File: config.mk
export PLATFORM = sky130hd
export DESIGN_NAME = accel_window_activity_classifier_top
export DESIGN_NICKNAME = d
export VERILOG_FILES = /design/src/design/awac_pkg.sv /design/src/design/accel_window_activity_classifier_top.sv /design/src/design/awac_cfg.sv /design/src/design/awac_ctrl.sv /design/src/design/awac_dp.sv
export VERILOG_INCLUDE_DIRS = /design/src /design/src/design
export SDC_FILE = /design/constraint.sdc
export NUM_CORES = 2
export LEC_CHECK = 0
export BUFFER_PORTS_ARGS = -buffer_cell sky130_fd_sc_hd__buf_2
export CAP_MARGIN = 20
export CORE_MARGIN = 4
export CORE_UTILIZATION = 47
export CTS_BUF_LIST = sky130_fd_sc_hd__clkbuf_4
export CTS_CLUSTER_SIZE = 30
export DETAILED_ROUTE_END_ITERATION = 8
export PLACE_DENSITY = 0.68
export SETUP_SLACK_MARGIN = 0.1
export SLEW_MARGIN = 20
export SYNTH_ARGS = -nofsm -noshare
export SYNTH_HDL_FRONTEND = slang
export SYNTH_SLANG_ARGS = --single-unit
File: constraint.sdc
create_clock -name clk -period 9.9 [get_ports clk]
set_input_delay 0.99 -clock clk [delete_from_list [all_inputs] [get_ports clk]]
set_output_delay 0.99 -clock clk [all_outputs]
set_load 0.005 [all_outputs]
File: src/design/accel_window_activity_classifier_top_defines.svh
// Assertion macros for the activity classifier.
`ifndef ACCEL_WINDOW_ACTIVITY_CLASSIFIER_TOP_DEFINES_SVH
`define ACCEL_WINDOW_ACTIVITY_CLASSIFIER_TOP_DEFINES_SVH

`ifndef SYNTHESIS
`define AWAC_ASSERT(lbl, prop, msg) \
	lbl: assert property (@(posedge clk) disable iff (!arst_n) prop) else $error(msg);
`define AWAC_ASSERT_NEXT(lbl, ante, cons, msg) \
	lbl: assert property (@(posedge clk) disable iff (!arst_n) (ante) |=> (cons)) \
		else $error(msg);
`else
`define AWAC_ASSERT(lbl, prop, msg)
`define AWAC_ASSERT_NEXT(lbl, ante, cons, msg)
`endif

`endif

File: src/design/awac_pkg.sv
`default_nettype none
package awac_pkg;

	localparam int CNT_W  = 6;
	localparam int SUM_W  = 22;
	localparam int SQ_W   = 36;
	localparam int V_W    = 46;
	localparam int MA_W   = 37;
	localparam int MB_W   = 23;
	localparam int PROD_W = 60;
	localparam int N2_W   = 12;
	localparam int IDX_W  = 3;
	localparam int CFG_W  = 32;

	localparam logic [IDX_W-1:0] REG_STEP_LEVEL   = 3'd0;
	localparam logic [IDX_W-1:0] REG_REST_VAR     = 3'd1;
	localparam logic [IDX_W-1:0] REG_SWING_CHECK  = 3'd2;
	localparam logic [IDX_W-1:0] REG_WALK_VAR     = 3'd3;
	localparam logic [IDX_W-1:0] REG_RUN_VAR      = 3'd4;
	localparam logic [IDX_W-1:0] REG_WALK_SWING   = 3'd5;
	localparam logic [IDX_W-1:0] REG_SWIM_SWING   = 3'd6;

	typedef enum logic [2:0] {
		CLS_REST = 3'd0,
		CLS_WALK = 3'd1,
		CLS_RUN  = 3'd2,
		CLS_PLAY = 3'd3,
		CLS_SWIM = 3'd4
	} cls_t;

	typedef struct packed {
		logic [14:0] step_level;
		logic [31:0] rest_var_limit;
		logic [31:0] swing_check_limit;
		logic [31:0] walk_var_limit;
		logic [31:0] run_var_limit;
		logic [15:0] walk_swing_min;
		logic [15:0] swim_swing_max;
	} cfg_t;

	typedef enum logic [3:0] {
		MUL_NONE,
		MUL_X,
		MUL_Y,
		MUL_Z,
		MUL_NN,
		MUL_NSQ0,
		MUL_NSQ1,
		MUL_NSQ2,
		MUL_SS0,
		MUL_SS1,
		MUL_SS2,
		MUL_LIM_REST,
		MUL_LIM_SWING,
		MUL_LIM_WALK,
		MUL_LIM_RUN
	} mul_sel_t;

	typedef enum logic [3:0] {
		ACC_NONE,
		ACC_SQ0,
		ACC_SQ1,
		ACC_SQ2,
		ACC_N2,
		ACC_VSET,
		ACC_VADD,
		ACC_VSUB,
		ACC_F_REST,
		ACC_F_SWING,
		ACC_F_WALK,
		ACC_F_RUN
	} acc_sel_t;

	typedef struct packed {
		logic     load;
		logic     upd;
		mul_sel_t mul;
		acc_sel_t acc;
		logic     emit;
	} dp_cmd_t;

	typedef struct packed {
		logic             win_full;
		logic             last;
		logic [CNT_W-1:0] count;
	} dp_sts_t;

	typedef enum logic [4:0] {
		ST_IDLE,
		ST_MX,
		ST_MY,
		ST_MZ,
		ST_MA,
		ST_C0,
		ST_C1,
		ST_C2,
		ST_C3,
		ST_C4,
		ST_C5,
		ST_C6,
		ST_C7,
		ST_C8,
		ST_C9,
		ST_C10,
		ST_C11,
		ST_EMIT
	} state_t;

	// millicalorie increment per class
	function automatic logic [4:0] energy_inc(input cls_t c);
		logic [4:0] r;
		case (c)
			CLS_REST: r = 5'd2;
			CLS_WALK: r = 5'd8;
			CLS_RUN:  r = 5'd23;
			CLS_PLAY: r = 5'd14;
			CLS_SWIM: r = 5'd17;
			default:  r = 5'd0;
		endcase
		return r;
	endfunction

endpackage
`default_nettype wire

File: src/design/accel_window_activity_classifier_top.sv
// A counted sample is accepted in idle; before the next acceptance, one shared multiplier
// squares x, y and z in turn and a stage accumulates each.
// A window-closing item adds window-end math on that multiplier (states C0 to C11) and an
// emit state that waits while the output is stalled; a closing item on a full window goes straight to C0.
// Reset (arst_n low, asynchronous) restores register defaults, clears statistics, totals
// and step detector, and drops out_valid.
`default_nettype none
`include "accel_window_activity_classifier_top_defines.svh"
module accel_window_activity_classifier_top #(
	parameter int WINDOW = 52
) (
	input  wire logic                       clk,
	input  wire logic                       arst_n,
	input  wire logic                       cfg_we,
	input  wire logic [awac_pkg::IDX_W-1:0] cfg_index,
	input  wire logic [awac_pkg::CFG_W-1:0] cfg_data,
	input  wire logic                       in_valid,
	output logic                            in_stall,
	input  wire logic signed [15:0]         accel_x,
	input  wire logic signed [15:0]         accel_y,
	input  wire logic signed [15:0]         accel_z,
	input  wire logic                       last_sample,
	output logic                            out_valid,
	input  wire logic                       out_stall,
	output logic [2:0]                      activity,
	output logic [31:0]                     steps,
	output logic [31:0]                     calories
);
	import awac_pkg::*;

	cfg_t    cfg;
	dp_cmd_t cmd;
	dp_sts_t sts;

	awac_cfg u_cfg (
		.clk       (clk),
		.arst_n    (arst_n),
		.cfg_we    (cfg_we),
		.cfg_index (cfg_index),
		.cfg_data  (cfg_data),
		.cfg       (cfg)
	);

	awac_ctrl u_ctrl (
		.clk         (clk),
		.arst_n      (arst_n),
		.in_valid    (in_valid),
		.last_sample (last_sample),
		.out_stall   (out_stall),
		.sts         (sts),
		.in_stall    (in_stall),
		.out_valid   (out_valid),
		.cmd         (cmd)
	);

	awac_dp #(
		.WINDOW (WINDOW)
	) u_dp (
		.clk         (clk),
		.arst_n      (arst_n),
		.cfg         (cfg),
		.cmd         (cmd),
		.accel_x     (accel_x),
		.accel_y     (accel_y),
		.accel_z     (accel_z),
		.last_sample (last_sample),
		.sts         (sts),
		.activity    (activity),
		.steps       (steps),
		.calories    (calories)
	);

	`AWAC_ASSERT(a_emit_out_free, cmd.emit |-> (!out_valid || !out_stall), "result overwritten")
	`AWAC_ASSERT_NEXT(a_emit_clears, cmd.emit, sts.count == '0, "window not cleared")
	`AWAC_ASSERT(a_count_bound, sts.count <= CNT_W'(WINDOW), "sample count past window")

endmodule
`default_nettype wire

File: src/design/awac_cfg.sv
`default_nettype none
module awac_cfg (
	input  wire logic                       clk,
	input  wire logic                       arst_n,
	input  wire logic                       cfg_we,
	input  wire logic [awac_pkg::IDX_W-1:0] cfg_index,
	input  wire logic [awac_pkg::CFG_W-1:0] cfg_data,
	output awac_pkg::cfg_t                  cfg
);
	import awac_pkg::*;

	cfg_t cfg_q;

	always_ff @(posedge clk or negedge arst_n) begin
		if (!arst_n) begin
			cfg_q.step_level        <= 15'd800;
			cfg_q.rest_var_limit    <= 32'd5000;
			cfg_q.swing_check_limit <= 32'd50000;
			cfg_q.walk_var_limit    <= 32'd200000;
			cfg_q.run_var_limit     <= 32'd600000;
			cfg_q.walk_swing_min    <= 16'd3000;
			cfg_q.swim_swing_max    <= 16'd8000;
		end else if (cfg_we) begin
			case (cfg_index)
				REG_STEP_LEVEL:  cfg_q.step_level        <= cfg_data[14:0];
				REG_REST_VAR:    cfg_q.rest_var_limit    <= cfg_data;
				REG_SWING_CHECK: cfg_q.swing_check_limit <= cfg_data;
				REG_WALK_VAR:    cfg_q.walk_var_limit    <= cfg_data;
				REG_RUN_VAR:     cfg_q.run_var_limit     <= cfg_data;
				REG_WALK_SWING:  cfg_q.walk_swing_min    <= cfg_data[15:0];
				REG_SWIM_SWING:  cfg_q.swim_swing_max    <= cfg_data[15:0];
				default: ;
			endcase
		end
	end

	assign cfg = cfg_q;

endmodule
`default_nettype wire

File: src/design/awac_ctrl.sv
`default_nettype none
module awac_ctrl (
	input  wire logic        clk,
	input  wire logic        arst_n,
	input  wire logic        in_valid,
	input  wire logic        last_sample,
	input  wire logic        out_stall,
	input  awac_pkg::dp_sts_t sts,
	output logic             in_stall,
	output logic             out_valid,
	output awac_pkg::dp_cmd_t cmd
);
	import awac_pkg::*;

	state_t state_q, state_d;
	logic   out_valid_q;
	logic   accept;
	logic   out_free;

	assign accept   = in_valid && (state_q == ST_IDLE);
	assign out_free = !out_valid_q || !out_stall;

	always_comb begin
		state_d = state_q;
		case (state_q)
			ST_IDLE: begin
				if (accept) begin
					if (!sts.win_full)
						state_d = ST_MX;
					else if (last_sample)
						state_d = ST_C0;
				end
			end
			ST_MX:  state_d = ST_MY;
			ST_MY:  state_d = ST_MZ;
			ST_MZ:  state_d = ST_MA;
			ST_MA:  state_d = sts.last ? ST_C0 : ST_IDLE;
			ST_C0:  state_d = ST_C1;
			ST_C1:  state_d = ST_C2;
			ST_C2:  state_d = ST_C3;
			ST_C3:  state_d = ST_C4;
			ST_C4:  state_d = ST_C5;
			ST_C5:  state_d = ST_C6;
			ST_C6:  state_d = ST_C7;
			ST_C7:  state_d = ST_C8;
			ST_C8:  state_d = ST_C9;
			ST_C9:  state_d = ST_C10;
			ST_C10: state_d = ST_C11;
			ST_C11: state_d = ST_EMIT;
			ST_EMIT: begin
				if (out_free)
					state_d = ST_IDLE;
			end
			default: state_d = ST_IDLE;
		endcase
	end

	// window-end sequence: n*n, then per axis n*sumsq - sum^2, then four limit*n^2 compares
	always_comb begin
		cmd      = '0;
		cmd.mul  = MUL_NONE;
		cmd.acc  = ACC_NONE;
		case (state_q)
			ST_IDLE: cmd.load = accept;
			ST_MX: begin
				cmd.upd = 1'b1;
				cmd.mul = MUL_X;
			end
			ST_MY: begin
				cmd.mul = MUL_Y;
				cmd.acc = ACC_SQ0;
			end
			ST_MZ: begin
				cmd.mul = MUL_Z;
				cmd.acc = ACC_SQ1;
			end
			ST_MA:  cmd.acc = ACC_SQ2;
			ST_C0:  cmd.mul = MUL_NN;
			ST_C1: begin
				cmd.acc = ACC_N2;
				cmd.mul = MUL_NSQ0;
			end
			ST_C2: begin
				cmd.acc = ACC_VSET;
				cmd.mul = MUL_SS0;
			end
			ST_C3: begin
				cmd.acc = ACC_VSUB;
				cmd.mul = MUL_NSQ1;
			end
			ST_C4: begin
				cmd.acc = ACC_VADD;
				cmd.mul = MUL_SS1;
			end
			ST_C5: begin
				cmd.acc = ACC_VSUB;
				cmd.mul = MUL_NSQ2;
			end
			ST_C6: begin
				cmd.acc = ACC_VADD;
				cmd.mul = MUL_SS2;
			end
			ST_C7: begin
				cmd.acc = ACC_VSUB;
				cmd.mul = MUL_LIM_REST;
			end
			ST_C8: begin
				cmd.acc = ACC_F_REST;
				cmd.mul = MUL_LIM_SWING;
			end
			ST_C9: begin
				cmd.acc = ACC_F_SWING;
				cmd.mul = MUL_LIM_WALK;
			end
			ST_C10: begin
				cmd.acc = ACC_F_WALK;
				cmd.mul = MUL_LIM_RUN;
			end
			ST_C11:  cmd.acc = ACC_F_RUN;
			ST_EMIT: cmd.emit = out_free;
			default: ;
		endcase
	end

	always_ff @(posedge clk or negedge arst_n) begin
		if (!arst_n) begin
			state_q     <= ST_IDLE;
			out_valid_q <= 1'b0;
		end else begin
			state_q     <= state_d;
			out_valid_q <= cmd.emit || (out_valid_q && out_stall);
		end
	end

	assign in_stall  = (state_q != ST_IDLE);
	assign out_valid = out_valid_q;

endmodule
`default_nettype wire

File: src/design/awac_dp.sv
`default_nettype none
module awac_dp #(
	parameter int WINDOW = 52
) (
	input  wire logic               clk,
	input  wire logic               arst_n,
	input  awac_pkg::cfg_t          cfg,
	input  awac_pkg::dp_cmd_t       cmd,
	input  wire logic signed [15:0] accel_x,
	input  wire logic signed [15:0] accel_y,
	input  wire logic signed [15:0] accel_z,
	input  wire logic               last_sample,
	output awac_pkg::dp_sts_t       sts,
	output logic [2:0]              activity,
	output logic [31:0]             steps,
	output logic [31:0]             calories
);
	import awac_pkg::*;

	logic signed [15:0]       x_q, y_q, z_q;
	logic                     last_q;
	logic [CNT_W-1:0]         count_q;
	logic signed [SUM_W-1:0]  sum_q [3];
	logic [SQ_W-1:0]          sumsq_q [3];
	logic signed [15:0]       zlow_q, zhigh_q;
	logic                     armed_q;
	logic [31:0]              step_total_q;
	logic [31:0]              energy_q;
	logic [N2_W-1:0]          n2_q;
	logic [V_W-1:0]           v_q;
	logic                     lt_rest_q, lt_swing_q, lt_walk_q, lt_run_q;
	logic signed [PROD_W-1:0] prod_q;
	logic [2:0]               activity_q;
	logic [31:0]              steps_q;
	logic [31:0]              calories_q;

	logic signed [MA_W-1:0]   mul_a;
	logic signed [MB_W-1:0]   mul_b;
	logic signed [16:0]       z17, lvl17;
	logic signed [17:0]       p2p;
	logic signed [17:0]       walk_min18, swim_max18;
	logic [V_W-1:0]           prod_v;
	cls_t                     cls;
	logic [31:0]              energy_next;

	always_comb begin
		mul_a = '0;
		mul_b = '0;
		case (cmd.mul)
			MUL_X: begin
				mul_a = {{(MA_W-16){x_q[15]}}, x_q};
				mul_b = {{(MB_W-16){x_q[15]}}, x_q};
			end
			MUL_Y: begin
				mul_a = {{(MA_W-16){y_q[15]}}, y_q};
				mul_b = {{(MB_W-16){y_q[15]}}, y_q};
			end
			MUL_Z: begin
				mul_a = {{(MA_W-16){z_q[15]}}, z_q};
				mul_b = {{(MB_W-16){z_q[15]}}, z_q};
			end
			MUL_NN: begin
				mul_a = {{(MA_W-CNT_W){1'b0}}, count_q};
				mul_b = {{(MB_W-CNT_W){1'b0}}, count_q};
			end
			MUL_NSQ0: begin
				mul_a = {{(MA_W-SQ_W){1'b0}}, sumsq_q[0]};
				mul_b = {{(MB_W-CNT_W){1'b0}}, count_q};
			end
			MUL_NSQ1: begin
				mul_a = {{(MA_W-SQ_W){1'b0}}, sumsq_q[1]};
				mul_b = {{(MB_W-CNT_W){1'b0}}, count_q};
			end
			MUL_NSQ2: begin
				mul_a = {{(MA_W-SQ_W){1'b0}}, sumsq_q[2]};
				mul_b = {{(MB_W-CNT_W){1'b0}}, count_q};
			end
			MUL_SS0: begin
				mul_a = {{(MA_W-SUM_W){sum_q[0][SUM_W-1]}}, sum_q[0]};
				mul_b = {{(MB_W-SUM_W){sum_q[0][SUM_W-1]}}, sum_q[0]};
			end
			MUL_SS1: begin
				mul_a = {{(MA_W-SUM_W){sum_q[1][SUM_W-1]}}, sum_q[1]};
				mul_b = {{(MB_W-SUM_W){sum_q[1][SUM_W-1]}}, sum_q[1]};
			end
			MUL_SS2: begin
				mul_a = {{(MA_W-SUM_W){sum_q[2][SUM_W-1]}}, sum_q[2]};
				mul_b = {{(MB_W-SUM_W){sum_q[2][SUM_W-1]}}, sum_q[2]};
			end
			MUL_LIM_REST: begin
				mul_a = {{(MA_W-32){1'b0}}, cfg.rest_var_limit};
				mul_b = {{(MB_W-N2_W){1'b0}}, n2_q};
			end
			MUL_LIM_SWING: begin
				mul_a = {{(MA_W-32){1'b0}}, cfg.swing_check_limit};
				mul_b = {{(MB_W-N2_W){1'b0}}, n2_q};
			end
			MUL_LIM_WALK: begin
				mul_a = {{(MA_W-32){1'b0}}, cfg.walk_var_limit};
				mul_b = {{(MB_W-N2_W){1'b0}}, n2_q};
			end
			MUL_LIM_RUN: begin
				mul_a = {{(MA_W-32){1'b0}}, cfg.run_var_limit};
				mul_b = {{(MB_W-N2_W){1'b0}}, n2_q};
			end
			default: ;
		endcase
	end

	// all products here are non-negative and below 2^45
	assign prod_v = prod_q[V_W-1:0];

	assign z17   = {z_q[15], z_q};
	assign lvl17 = {2'b00, cfg.step_level};

	assign p2p        = {{2{zhigh_q[15]}}, zhigh_q} - {{2{zlow_q[15]}}, zlow_q};
	assign walk_min18 = {2'b00, cfg.walk_swing_min};
	assign swim_max18 = {2'b00, cfg.swim_swing_max};

	always_comb begin
		if (lt_rest_q)
			cls = CLS_REST;
		else if (lt_swing_q)
			cls = (p2p > walk_min18) ? CLS_WALK : CLS_REST;
		else if (lt_walk_q)
			cls = CLS_WALK;
		else if (lt_run_q)
			cls = CLS_RUN;
		else
			cls = (p2p < swim_max18) ? CLS_SWIM : CLS_PLAY;
	end

	assign energy_next = energy_q + {27'd0, energy_inc(cls)};

	always_ff @(posedge clk) begin
		prod_q <= mul_a * mul_b;
		if (cmd.load) begin
			x_q    <= accel_x;
			y_q    <= accel_y;
			z_q    <= accel_z;
			last_q <= last_sample;
		end
		case (cmd.acc)
			ACC_N2:      n2_q       <= prod_q[N2_W-1:0];
			ACC_VSET:    v_q        <= prod_v;
			ACC_VADD:    v_q        <= v_q + prod_v;
			ACC_VSUB:    v_q        <= v_q - prod_v;
			ACC_F_REST:  lt_rest_q  <= (v_q < prod_v);
			ACC_F_SWING: lt_swing_q <= (v_q < prod_v);
			ACC_F_WALK:  lt_walk_q  <= (v_q < prod_v);
			ACC_F_RUN:   lt_run_q   <= (v_q < prod_v);
			default: ;
		endcase
		if (cmd.emit) begin
			activity_q <= cls;
			steps_q    <= step_total_q;
			calories_q <= energy_next;
		end
	end

	always_ff @(posedge clk or negedge arst_n) begin
		if (!arst_n) begin
			count_q      <= '0;
			sum_q[0]     <= '0;
			sum_q[1]     <= '0;
			sum_q[2]     <= '0;
			sumsq_q[0]   <= '0;
			sumsq_q[1]   <= '0;
			sumsq_q[2]   <= '0;
			zlow_q       <= 16'sh7FFF;
			zhigh_q      <= 16'sh8000;
			armed_q      <= 1'b0;
			step_total_q <= '0;
			energy_q     <= '0;
		end else begin
			if (cmd.upd) begin
				count_q  <= count_q + 1'b1;
				sum_q[0] <= sum_q[0] + {{(SUM_W-16){x_q[15]}}, x_q};
				sum_q[1] <= sum_q[1] + {{(SUM_W-16){y_q[15]}}, y_q};
				sum_q[2] <= sum_q[2] + {{(SUM_W-16){z_q[15]}}, z_q};
				if (z_q < zlow_q)
					zlow_q <= z_q;
				if (z_q > zhigh_q)
					zhigh_q <= z_q;
				// hysteresis: arm above +level, count on falling below -level
				if (!armed_q && (z17 > lvl17)) begin
					armed_q <= 1'b1;
				end else if (armed_q && (z17 < -lvl17)) begin
					armed_q      <= 1'b0;
					step_total_q <= step_total_q + 32'd1;
				end
			end
			case (cmd.acc)
				ACC_SQ0: sumsq_q[0] <= sumsq_q[0] + prod_q[SQ_W-1:0];
				ACC_SQ1: sumsq_q[1] <= sumsq_q[1] + prod_q[SQ_W-1:0];
				ACC_SQ2: sumsq_q[2] <= sumsq_q[2] + prod_q[SQ_W-1:0];
				default: ;
			endcase
			if (cmd.emit) begin
				energy_q   <= energy_next;
				count_q    <= '0;
				sum_q[0]   <= '0;
				sum_q[1]   <= '0;
				sum_q[2]   <= '0;
				sumsq_q[0] <= '0;
				sumsq_q[1] <= '0;
				sumsq_q[2] <= '0;
				zlow_q     <= 16'sh7FFF;
				zhigh_q    <= 16'sh8000;
			end
		end
	end

	assign sts.win_full = (count_q >= CNT_W'(WINDOW));
	assign sts.last     = last_q;
	assign sts.count    = count_q;

	assign activity = activity_q;
	assign steps    = steps_q;
	assign calories = calories_q;

endmodule
`default_nettype wire

# After elaboration in Yosys (flattened, before gate mapping)
# Cells that the tools add are included.
# word_totals
out_inout_bits	69
register_bits	682
in_bits	89
# classes
n_reduce_logical	37
bitwise	1
magnitude_cmp	8
n_mux	37
n_mul	1
n_eq_ne	55
n_addsub	13
# op_table
cell	count
37-bit one-hot mux with 14 select lines	1
23-bit one-hot mux with 8 select lines	1
46-bit one-hot mux with 3 select lines	1
66-bit two-way mux	2
36-bit adder	3
108-bit two-way mux	1
36-bit two-way mux	3
16-bit two-way mux	6
5-bit one-hot mux with 18 select lines	1
22-bit adder	3
4-bit one-hot mux with 14 select lines	1
46-bit adder	1
46-bit less-than comparator	1
37-bit by 23-bit multiplier with 46-bit output	1
46-bit subtractor	1
4-bit equality test, second input constant	11
4-bit one-hot mux with 11 select lines	1
5-bit by 4-bit equality test with 1-bit output, second input constant	8
32-bit by 1-bit adder with 32-bit output, second input constant	1
32-bit by 5-bit adder with 32-bit output	1
4-bit by 3-bit equality test with 1-bit output, second input constant	8
16-bit greater-than comparator	2
5-bit one-hot mux with 5 select lines	1
5-bit by 3-bit equality test with 1-bit output, second input constant	4
36 further kinds	88

# Logic depth before layout (Yosys ltp)
# depth
ltp_word	10
ltp_mapped	38
depth_no_buf	35

# Cells and area by module
# From an unflattened synthesis, not the netlist that was laid out.
# hier_totals
cells_unflattened	7118
area_unflattened_um2	67080.6
# by_module_without_submodules
mod	instances	seq_area_each_um2	cells_per_inst	area_per_inst_um2
awac_dp	1	13217.7	6651	59672.2
awac_cfg	1	4430.5	379	6777.8
awac_ctrl	1	150.1	88	630.6

# Least setup slack after synthesis
# No wires, ideal clock.
# synth_path
path_kind	reg2reg
from	register u_ctrl.state_q[0]
to	register u_dp.prod_q[44]
path_buffers	4
slack_ns	0.751
t_arrival_ns	9.023
stages_incl_launch_ff	33
path_cell_list	dfrtp_1 or3b_1 buf_4 nor2_1 clkbuf_1 clkbuf_1 a221oi_1 nand3_1 clkbuf_1 nand2_1 fa_1 inv_1 fa_1 inv_1 fa_1 fa_1 inv_1 fa_1 fa_1 inv_1 fa_1 inv_1 ha_1 a21o_1 a21oi_1 or4b_2 o211ai_1 a211oi_1 o31ai_1 nor2_1 o21ai_0 o21ai_0 xor2_1
# synth_via
elab_chain_cells	6
elab_cells_between_ends	34
classes_between	1 x mul; 28 x eq/ne; 3 x mux; 2 x reduce/logical
# synth_lines
element	line_no	text
start, declared	awac_ctrl.sv:15	state_t state_q, state_d;
start signal, assigned	awac_ctrl.sv:130	state_q <= state_d;
5-bit by 4-bit equality test with 1-bit output (tied with other cells)	awac_ctrl.sv:63	case (state_q)
4-bit one-hot mux with 14 select lines (*)	awac_ctrl.sv:63	
4-bit equality test / 4-bit by 3-bit equality test with 1-bit output (equally long branches)	awac_dp.sv:49	case (cmd.mul)
4-bit OR reduction (no line)	--	
23-bit one-hot mux with 8 select lines	awac_dp.sv:49	
37-bit by 23-bit multiplier with 46-bit output (*)	awac_dp.sv:136	prod_q <= mul_a * mul_b;
end signal, assigned	awac_dp.sv:136	
end, declared	awac_dp.sv:32	logic signed [PROD_W-1:0] prod_q;
# Mark *: on every way between the ends. The rest lies on a longest branch, timed or not.
# A chain may end at the register's enable or synchronous reset.

# Final worst setup path
# layout_path
from	register u_ctrl.state_q[4]
to	register u_dp.prod_q[44]
# The elaborated chain is that of the path after synthesis.

==> flow_summary.toml <==
[place]
routabilityCongestion = 1.02
pre_cts_slack_ns = -0.0894
dp.cells = 9124
place_area_sq_um = 70100
hpwl_um = 162000
io_buffers = 157

[route]
highest_layer = "met5"
vias = 54700
vias_per_cell = 5.71
drtIter0Drc = 4465
route.detailed.drc = 0
drt-total-wl_um = 210000
postRouteAntennaNets = 0
dr_wl_met2_um = 98500
wl_met3_um = 18000
dr.pass1.iters = 8
wl_per_cell_um = 22.0
wl_met1_um = 81900

[sta]
post-route-period-util_pct = 95.5
rsz0062_at_grt = "false"
fin_crit_ns = 9.45
hold_ws_ns = 0.140
maxSlewViolCount = 0
hold_viol = 0
worst_slew_pin_slew_ns = 1.15
fmax_ghz = 0.106
relSlewSlack_pct = 22.8
final.setup.worst_slack_ns = 0.445
setup_viol_count_final = 0
fin_skew_ns = 0.117

[cts]
htreeDepth = 4
insertion_delay_ns = 1.19
clock_path_buffers = 3
cts_tree = "yes"
cts.sinks = 682
root_buffer = "clkbuf_4"
cts_buffers = 187
clkTransAtPathRegs_ns = 0.07

[cells_and_area]
fin_area_sq_um = 73700
area_delta_synth_final_pct = 10.7
drive_gt1_share_pct = 13.8
nets = 8801
nFillCells = 12900
finalNonFillerCells = 9577

[global_routing]
grt_use_total_pct = 28.4
grt_max_degree = 81
overflow = 0
grt_pass1_vias = 56200
grt_pass1_wl_um = 325000
antenna_found_initial = 19

[yosys]
async_reset_ff_share_pct = 67.2
synth_nets = 8503
ys_seq_elements = 682
ys.flop_type = "dfrtp_1"
synth.area.top_cells = "fa_1 20%, dfrtp_1 15%, ha_1 9.7%, edfxtp_1 8.0%, inv_1 6.4%"
synth.yosys.seq_area_share_pct = 26.7
syn_area_per_cell_sq_um = 9.22
synth_edf_count = 178
synth.distinct_cells = 96
yosysTopAreaCellShare_pct = 20.5
synth_top_area_cell = "fa_1"
syn_area_sq_um = 66600
netlist_instances = 7219
ys_warn_count = 0

[setup_path]
end_kind = "register"
max_stage_delay_ns = 0.66
critical_path_required_ns = 10.88
cp.arrival_ns = 10.44
crit_top_cell = "fa_1"
worstSetupStartpointType = "register"
setup.worst_path.class = "reg -> reg"
cp_max_fo = 19
slowest_stage = "or4b_2"

[min_path]
hp-class = "in -> reg"

[status]
status = "completed"

[die]
start_util_pct = 47.5
fp.dieW_um = 384
io_pins = 158
placementRows = 137
coreArea_sq_um = 140000
die_h_um = 384
die_area_sq_um = 148000

[run]
drv_cap = 0
==> synthesized netlist by cell type (15+ instances only) <==
cell type,number
inv_1,1140
nand2_1,838
fa_1,680
ha_1,515
nor2_1,511
dfrtp_1,401
o21ai_0,332
a21oi_1,299
clkbuf_1,250
xnor2_1,209
mux2_2,190
nand3_1,182
edfxtp_1,178
xor2_1,112
a21o_1,109
a22oi_1,99
nand2b_1,74
nor3_1,72
a22o_1,64
dfstp_2,57
nor2b_1,56
o21a_1,50
o21bai_1,49
dfxtp_1,46
and3_1,44
nand4_1,43
a211oi_1,32
a221oi_1,32
a31oi_1,32
nor4_1,32
a221o_1,31
o31ai_1,27
buf_1,26
o221ai_1,26
or2_2,26
and2_1,25
o211ai_1,23
or3_1,21
buf_2,20
nor3b_1,15
o2111ai_1,15
==> final timing paths <==
path                                       start         endpoint  slack (ns)  depth (start not counted)
max in group asynchronous                 arst_n   u_cfg.cfg[158]        7.16                          4
hold reg to reg            u_dp.step_total_q[10]   u_dp.steps[10]        0.46                          0
min in group asynchronous                 arst_n    u_cfg.cfg[18]        0.35                          2
setup / recovery               u_ctrl.state_q[4]  u_dp.prod_q[44]        0.45                         33
hold / removal                      cfg_data[16]   u_cfg.cfg[112]        0.14                          2
setup reg to reg               u_ctrl.state_q[4]  u_dp.prod_q[44]        0.45                         33
==> final cells by class <==
type	instances	area [sq um]	area share, %
multi-input cells	5093	43700	59.2
flip-flops and latches	682	17800	24.1
inverters	1143	4290	5.82
repair buffers	410	2950	4.00
well taps	1876	2350	3.18
clock buffers	274	2060	2.79
clock inverters	82	568	0.771
diodes	17	42.5	0.0577
==> timing repair <==
action / CTS / global route
gates resized for setup: 1 / 42
endpoints found under the hold margin: 97 / 0
endpoints found under the setup margin: 6 / 15
setup buffers: 3 / 26
hold buffers: 50 / 0
cloned: 0 / 1
pin swaps: 0 / 9
==> flip-flops by register name, summed over array words and instances, names as in the netlist, 16 cells and up <==
name               count
u_cfg.cfg            175
u_dp.calories         32
u_dp.energy_q         32
u_dp.prod_q           46
u_dp.step_total_q     32
u_dp.steps            32
u_dp.sum_q            66
u_dp.sumsq_q         108
u_dp.v_q              46
u_dp.x_q              16
u_dp.y_q              16
u_dp.z_q              16
u_dp.zhigh_q          16
u_dp.zlow_q           16
==> cell families after synthesis <==
kind of cell / after synthesis / synth area share, %
and+or+nand+nor: 2003 / 13.6
buffers and inverters: 1445 / 8.23
AOI/OAI and AO/OA: 1369 / 13.7
adders and majority gates: 1195 / 30.1
DFF: 682 / 26.7
xor gates and xnor gates: 321 / 4.22
muxes: 202 / 3.39
other: 2 / 0.0113
==> stage by stage <==
stage | setup TNS, ns | utilization (%)
2_1_floorplan | 0 | -
3_3_place_gp | 0 | 50.1
3_5_place_dp | -0.111 | 50.1
4_1_cts | 0 | 52.3
5_1_grt | 0 | 52.6
6_report | 0 | 52.6
==> layout by cell type, fill, tap and decap left out, types with 50 or more instances in the layout <==
master,n
nor3_1,67
nand2b_1,72
buf_4,191
dlygate4sd3_1,50
clkbuf_4,275
dfstp_2,57
nand3_1,180
dfrtp_1,401
xnor2_1,209
inv_1,1140
o21a_1,50
ha_1,515
a22o_1,64
nand2_1,832
mux2_2,190
buf_2,156
a21oi_1,295
edfxtp_1,178
nor2_1,502
xor2_1,112
o21ai_0,330
fa_1,680
a21o_1,109
a22oi_1,99
nor2b_1,56
==> worst max-delay path, delay by kind of cell (launching register included) <==
kind	cells	cell delay (ns)
AND/OR/NAND/NOR	6	1.58
AO/OA/AOI/OAI	7	1.92
XOR/XNOR	1	0.16
flip-flops	1	0.37
buffers and inverters	11	1.27
adder cells (fa/ha/maj)	8	3.91
==> per-layer routing <==
metal	global-route usage [%]	vias up
met5	0	-
met4	14.6	6
met3	6.49	547
met2	46.5	2262
met1	35.2	27100
li1	-	24800
Power is not shown: default switching activity piles up to over one toggle a cycle in this logic, so the estimate is an artifact.
